## src/sida_pkg.sv

```systemverilog
package sida_pkg;

    localparam int DATA_W          = 64;
    localparam int VALUE_BITS_DEF  = 64;
    localparam int CHAR_W          = 6;
    localparam int TDATA_OUT_W     = 8;
    localparam int REM_W           = 4;

    localparam logic [CHAR_W-1:0] CHAR_ZERO  = CHAR_W'(48);
    localparam logic [CHAR_W-1:0] CHAR_MINUS = CHAR_W'(45);
    localparam logic [REM_W:0]    RADIX      = (REM_W + 1)'(10);

    typedef enum logic [1:0] {
        ST_IDLE,
        ST_DIV,
        ST_DIGIT,
        ST_SIGN
    } state_t;

endpackage

```

## src/signed_int_to_decimal_ascii.sv

```systemverilog
// the value is taken in ST_IDLE; characters then come out least significant digit
// first, each digit the remainder of restoring divide-by-ten steps over the
// magnitude (one restoring divide-by-ten step per cycle over the magnitude),
// and a minus sign follows the last digit when the value is negative;
// the next item is taken as soon as the last character sits in the output register
// reset clears the state machine and output valid only
module signed_int_to_decimal_ascii #(
    parameter int VALUE_BITS = sida_pkg::VALUE_BITS_DEF
) (
    input  logic                             aclk,
    input  logic                             aresetn,
    input  logic                             s_tvalid,
    output logic                             s_tready,
    input  logic [sida_pkg::DATA_W-1:0]      s_tdata,   // value
    output logic                             m_tvalid,
    input  logic                             m_tready,
    output logic [sida_pkg::TDATA_OUT_W-1:0] m_tdata,   // text_char, zero pad
    output logic                             m_tlast    // last
);
    import sida_pkg::*;

    localparam int CNT_W = $clog2(VALUE_BITS);

    state_t                 state_reg, state_next;
    logic [VALUE_BITS-1:0]  mag_reg, mag_next;
    logic [REM_W-1:0]       rem_reg, rem_next;
    logic [CNT_W-1:0]       cnt_reg, cnt_next;
    logic                   nz_reg, nz_next;
    logic                   neg_reg, neg_next;
    logic [CHAR_W-1:0]      char_reg, char_next;
    logic                   last_reg, last_next;
    logic                   m_tvalid_reg, m_tvalid_next;

    logic [VALUE_BITS-1:0]  in_val;
    logic [REM_W:0]         rem_shift;
    logic                   ge;
    logic                   out_free;
    logic                   cnt_done;

    assign in_val    = s_tdata[VALUE_BITS-1:0];
    assign rem_shift = {rem_reg, mag_reg[VALUE_BITS-1]};
    assign ge        = (rem_shift >= RADIX);
    assign out_free  = !m_tvalid_reg || m_tready;
    assign cnt_done  = (cnt_reg == CNT_W'(VALUE_BITS - 1));

    // next state
    always_comb begin
        state_next = state_reg;
        unique case (state_reg)
            ST_IDLE: begin
                if (s_tvalid) begin
                    state_next = ST_DIV;
                end
            end
            ST_DIV: begin
                if (cnt_done) begin
                    state_next = ST_DIGIT;
                end
            end
            ST_DIGIT: begin
                if (out_free) begin
                    if (nz_reg) begin
                        state_next = ST_DIV;
                    end else if (neg_reg) begin
                        state_next = ST_SIGN;
                    end else begin
                        state_next = ST_IDLE;
                    end
                end
            end
            ST_SIGN: begin
                if (out_free) begin
                    state_next = ST_IDLE;
                end
            end
            default: state_next = ST_IDLE;
        endcase
    end

    // datapath and outputs
    always_comb begin
        s_tready      = 1'b0;
        mag_next      = mag_reg;
        rem_next      = rem_reg;
        cnt_next      = cnt_reg;
        nz_next       = nz_reg;
        neg_next      = neg_reg;
        char_next     = char_reg;
        last_next     = last_reg;
        m_tvalid_next = m_tvalid_reg && !m_tready;
        unique case (state_reg)
            ST_IDLE: begin
                s_tready = 1'b1;
                if (s_tvalid) begin
                    neg_next = in_val[VALUE_BITS-1];
                    mag_next = in_val[VALUE_BITS-1] ? (~in_val + VALUE_BITS'(1)) : in_val;
                    rem_next = '0;
                    cnt_next = '0;
                    nz_next  = 1'b0;
                end
            end
            ST_DIV: begin
                // one restoring divide-by-ten step, quotient shifts back in
                rem_next = ge ? REM_W'(rem_shift - RADIX) : rem_shift[REM_W-1:0];
                mag_next = {mag_reg[VALUE_BITS-2:0], ge};
                nz_next  = nz_reg | ge;
                cnt_next = cnt_reg + CNT_W'(1);
            end
            ST_DIGIT: begin
                if (out_free) begin
                    char_next     = CHAR_ZERO + CHAR_W'(rem_reg);
                    last_next     = !nz_reg && !neg_reg;
                    m_tvalid_next = 1'b1;
                    rem_next      = '0;
                    cnt_next      = '0;
                    nz_next       = 1'b0;
                end
            end
            ST_SIGN: begin
                if (out_free) begin
                    char_next     = CHAR_MINUS;
                    last_next     = 1'b1;
                    m_tvalid_next = 1'b1;
                end
            end
            default: begin
                s_tready = 1'b0;
            end
        endcase
    end

    always_ff @(posedge aclk) begin
        if (!aresetn) begin
            state_reg    <= ST_IDLE;
            m_tvalid_reg <= 1'b0;
        end else begin
            state_reg    <= state_next;
            m_tvalid_reg <= m_tvalid_next;
        end
    end

    always_ff @(posedge aclk) begin
        mag_reg  <= mag_next;
        rem_reg  <= rem_next;
        cnt_reg  <= cnt_next;
        nz_reg   <= nz_next;
        neg_reg  <= neg_next;
        char_reg <= char_next;
        last_reg <= last_next;
    end

    assign m_tvalid = m_tvalid_reg;
    assign m_tdata  = {(TDATA_OUT_W - CHAR_W)'(0), char_reg};
    assign m_tlast  = last_reg;

endmodule
```

## config.mk

```make
export PLATFORM = sky130hd
export DESIGN_NAME = signed_int_to_decimal_ascii
export DESIGN_NICKNAME = d
export VERILOG_FILES = /design/src/sida_pkg.sv /design/src/signed_int_to_decimal_ascii.sv
export SDC_FILE = /design/constraint.sdc
export NUM_CORES = 1
export LEC_CHECK = 0
export BUFFER_PORTS_ARGS = -buffer_cell sky130_fd_sc_hd__buf_2
export CAP_MARGIN = 20
export CORE_UTILIZATION = 62
export CTS_CLUSTER_SIZE = 12
export DETAILED_ROUTE_END_ITERATION = 10
export HOLD_SLACK_MARGIN = 0.03
export PLACE_DENSITY = 0.86
export SYNTH_ARGS = -nofsm -noshare
export SYNTH_HDL_FRONTEND = slang
export SYNTH_SLANG_ARGS = --single-unit
```

## constraint.sdc

```tcl
create_clock -name aclk -period 10.3 [get_ports aclk]
set_input_delay 1.545 -clock aclk [delete_from_list [all_inputs] [get_ports aclk]]
set_output_delay 1.545 -clock aclk [all_outputs]
set_load 0.02 [all_outputs]
```

### Word level (Yosys, flattened, before mapping)

Cells that the tools add are included.

| operators by class | value |
|---|---|
| add/sub/neg operators | 4 |
| $lt $le $gt $ge | 1 |
| eq/ne operators | 8 |
| mux-type cells | 29 |
| bitwise logic cells | 2 |
| reductions and logical operators | 17 |

Operators by type and width:

| operator | count |
|---|---|
| $mux 64 | 2 |
| $pmux 64 s2 | 1 |
| $add 64x1->64 const B | 1 |
| $not 64->64 | 1 |
| $mux 6 | 4 |
| $pmux 6 s3 | 1 |
| $mux 2 | 6 |
| $mux 4 | 3 |
| $pmux 4 s3 | 1 |
| $pmux 6 s2 | 1 |
| $ne 2x2->1 const B | 4 |
| $pmux 2 s4 | 1 |
| $mux 1 | 7 |
| $add 5x5->6 const A | 1 |
| $add 6x1->6 const B | 1 |
| $eq 6x6->1 const B | 1 |
| $reduce_and 3->1 | 2 |
| $ge 5x4->1 const B | 1 |
| $eq 2x2->1 const B | 2 |
| $logic_not 1->1 | 4 |
| $reduce_and 2->1 | 2 |
| $reduce_and 4->1 | 1 |
| $reduce_bool 2->1 | 2 |
| $sub 4x4->4 const B | 1 |
| other kinds (9) | 10 |

| word-level totals | value |
|---|---|
| register bits | 86 |
| input port bits | 68 |
| output and inout port bits | 11 |
| word-level logic and storage cells | 70 |

### Logic depth before layout (Yosys ltp)

| depth | value |
|---|---|
| depth after elaboration | 5 |
| gate-level depth with buffers | 9 |
| mapped depth without buffers | 8 |

### Worst setup path before layout

Ideal clock, no wire load.

| path | value |
|---|---|
| kind | input to register |
| start | in s_tvalid |
| end | reg cnt_reg[0] (enable) |
| setup time | 348 ps |
| arrival | 4903 ps |
| data required time | 9952 ps |
| setup slack | 5049 ps |
| cell stages on the path | 3 |
| buffers on the path | 0 |
| path through | nor2_1 nor2_1 o21a_1 |

| on the way | value |
|---|---|
| cells in the longest elaborated chain, start to end | 2 |

RTL lines:

| item | line | source |
|---|---|---|
| start, declared | signed_int_to_decimal_ascii.sv:12 | `input logic s_tvalid,` |
| $ne 2x2->1 (no line) | - |  |
| $reduce_and 3->1 (no line) | - |  |
| end signal, assigned | signed_int_to_decimal_ascii.sv:145 | `cnt_reg <= cnt_next;` |
| end, declared | signed_int_to_decimal_ascii.sv:27 | `logic [CNT_W-1:0] cnt_reg, cnt_next;` |

No other way between the ends.
A chain may end at the register's enable or synchronous reset.

### Worst setup path after layout

| path | value |
|---|---|
| start | in s_tdata[30] (netlist name) |
| end | reg mag_reg[53], data pin |

| on the way | value |
|---|---|
| cells in the longest elaborated chain, start to end | 5 |

RTL lines:

| item | line | source |
|---|---|---|
| start, declared | signed_int_to_decimal_ascii.sv:14 | `input logic [sida_pkg::DATA_W-1:0] s_tdata,` |
| $not 64->64 | signed_int_to_decimal_ascii.sv:96 | `mag_next = in_val[VALUE_BITS-1] ? (~in_val + VALUE_BITS'(1)) : in_val;` |
| $add 64x1->64 | signed_int_to_decimal_ascii.sv:96 |  |
| $mux 64 | signed_int_to_decimal_ascii.sv:96 |  |
| $mux 64 | signed_int_to_decimal_ascii.sv:94 | `if (s_tvalid) begin` |
| $pmux 64 s2 | signed_int_to_decimal_ascii.sv:91 | `unique case (state_reg)` |
| via mag_next[53] | signed_int_to_decimal_ascii.sv:25 | `logic [VALUE_BITS-1:0] mag_reg, mag_next;` |
| end signal, assigned | signed_int_to_decimal_ascii.sv:143 | `mag_reg <= mag_next;` |
| end, declared | signed_int_to_decimal_ascii.sv:25 |  |

The timed path passes the listed nets, and every way through them passes these cells. The select of a mux whose other input is x is not followed.

==> metrics <==
vias in the first global route=3923; post-layout minimum cycle time=4.12 ns; DRC errors left=0; Setup CP Type=in -> reg; pre-CTS WS=5.85 ns; Top Ports=79; Die Ht=92.4 um; core box area=0.00781 sq mm; CTS tree=yes; Port-buffer cells=75; Worst-Skew Late Latency=0.36 ns; final setup vio count=0; setup bufs post-CTS=0; placed insts=657; P_leak=0.00209 uW; TritonCTS Buffers=9; pin count of the biggest net entering global routing=67; fin nets=637; RSZ-0062 raised after global routing=no; Vias=4067; VDD IR max=0.0000818 V; Die ar.=0.00853 sq mm; n_diodes=0; startpoint types=input pin; Seq/Total Area, Yosys=49.8%; # resized after CTS=0; Clock Path Buffers=2; Max Slew Vio Count=0; drt pass-1 iters=7; DR WL/cell=16.4 um; max reg flops=64; Primary FF master, synth=edfxtp_1; H-Tree Depth=3; Max Fclk=243 MHz; Worst Hold Depth=2; Root Driver=clkbuf_8; Post-Place Cell Area=0.00548 sq mm; status=finished clean; total gr overflow=0; Least-Margin Pin Slew=0.966 ns; Seq cells post-synth=85; Final period util=40.0%; Async S/R FF share, synth=0%; Warnings, synthesis=0; final worst slack=6.18 ns; Clock Sinks=85; Cells after Synth=505; Final ANT Viol Nets=0; gpl congestion=0.886; FF-to-FF path depth=5; Rows=32; Slew Limit Headroom=35.5%; Mean Syn Cell Area=10.0 sq um; via/cell ratio=6.04; Power Density=147 mW/mm^2; Synth cell types=50; worst hold margin=0.528 ns; CP Max Fanout=13; Initial Utilization=64.8%; arrival time at the worst endpoint=4.21 ns; post-DP HPWL=7500 um; die width=92.4 um; hold_buf cts=0; Worst Path Required=10.39 ns; EDFF count, synth=82; Clock transition at path regs=0.09 ns; final hold vios=0; Routed Wire Length=11000 um; Final Skew=0.0116 ns; non-filler cells in the finished layout=673; first-pass GRT wire length=18400 um; synthesized area=0.00506 sq mm; setup TNS=0 ns; Max-Cap Viols=0; share of cells above drive strength 1=20.5%; GRT Util Overall=27.3%; Initial DRC Count=331; initial antenna violation count=0; design area=0.00571 sq mm; Setup crit end kind=flip-flop; worst min path class=reg -> reg; Area Overhead vs Synth=12.8%
[layer usage]
metal  wire [um]  part of all wire, %  GRT usage, %
met5           0                    0             0
met4         127                  1.2          8.72
met3         586                  5.3          3.61
met2        5510                   50          46.7
met1        4800                   44          36.2
[power breakdown]
part           total [uW]  internal [uW]  switching (uW)
Clock                 273            140             132
Sequential            444            430            14.0
Combinational         122           47.8            74.7
[cell families (layout without fill, tap and decap cells)]
logic type / after synthesis / in the layout / synth area share [%]
AND/OR/NAND/NOR: 184 / 184 / 18.2
AO/OA/AOI/OAI: 128 / 128 / 16.3
flip-flops: 85 / 85 / 49.8
XOR/XNOR: 64 / 64 / 11.1
buffers and inverters: 36 / 101 / 3.06
adder cells (fa/ha/maj): 3 / 3 / 0.742
multiplexers: 3 / 3 / 0.643
other: 2 / 3 / 0.148
[worst max-delay path, cell delays in order]
cell,delay (ns)
buf_2,0.12
or3_1,0.42
nor4_1,0.70
nand2_1,0.58
o41ai_1,0.54
xor2_1,0.20
o21ai_0,0.09
[per-stage QoR]
stage | power (uW) | utilization [%]
2_1_floorplan | 528 | -
3_3_place_gp | 565 | 70.2
3_5_place_dp | 573 | 70.2
4_1_cts | 839 | 73.2
5_1_grt | 871 | 73.2
6_report | 839 | 73.2
[cells in the mapped netlist, drive strengths merged, types with 5 or more instances]
library cell | n | area, sq um
xor2 | 59 | 517
o31ai | 26 | 225
clkbuf | 22 | 82.6
nor2 | 32 | 120
nand2 | 72 | 270
nor4 | 5 | 31.3
o21ai | 64 | 320
or2 | 6 | 37.5
edfxtp | 82 | 2460
o41ai | 11 | 119
a21oi | 19 | 95.1
or4 | 13 | 101
xnor2 | 5 | 43.8
or3 | 21 | 136
buf | 8 | 50.0
nor3 | 6 | 35.0
nor2b | 5 | 31.3
inv | 6 | 22.5
[path summary, 6_finish.rpt]
check                     from           to  slack, ns
hold reg to reg    mag_reg[41]  mag_reg[42]       0.53
setup reg to reg  state_reg[0]  mag_reg[44]       7.84
setup / recovery   s_tdata[30]  mag_reg[53]       6.18
hold / removal     mag_reg[41]  mag_reg[42]       0.53
[layout by cell type (no fill, tap or decap), drive strengths merged, types with 3 or more instances in the layout]
cell    synthesis  final
a21oi          19     19
dfxtp           3      3
or3            21     21
o31ai          26     26
nor3            6      6
nor3b           3      3
o41ai          11     11
buf             8     79
inv             6      8
o21ai          64     64
xnor2           5      5
clkbuf         22      9
or2             6      6
nand4           4      4
nand3           4      4
nor2b           5      5
xor2           59     59
nand2b          4      4
conb            2      3
nand2          72     72
nor4            5      5
edfxtp         82     82
and2            3      3
nor2           32     32
or4            13     13
clkinv          0      3
ha              3      3
[layout make-up]
type,instances,area (sq um)
repair buffers,79,405
flip-flops and latches,85,2520
clock buffers,9,124
clock inverters,7,106
well taps,102,128
inverters,6,22.5
fillers,596,2100
multi-input cells,385,2400
Note: power is estimated with default switching activity, not from simulation.
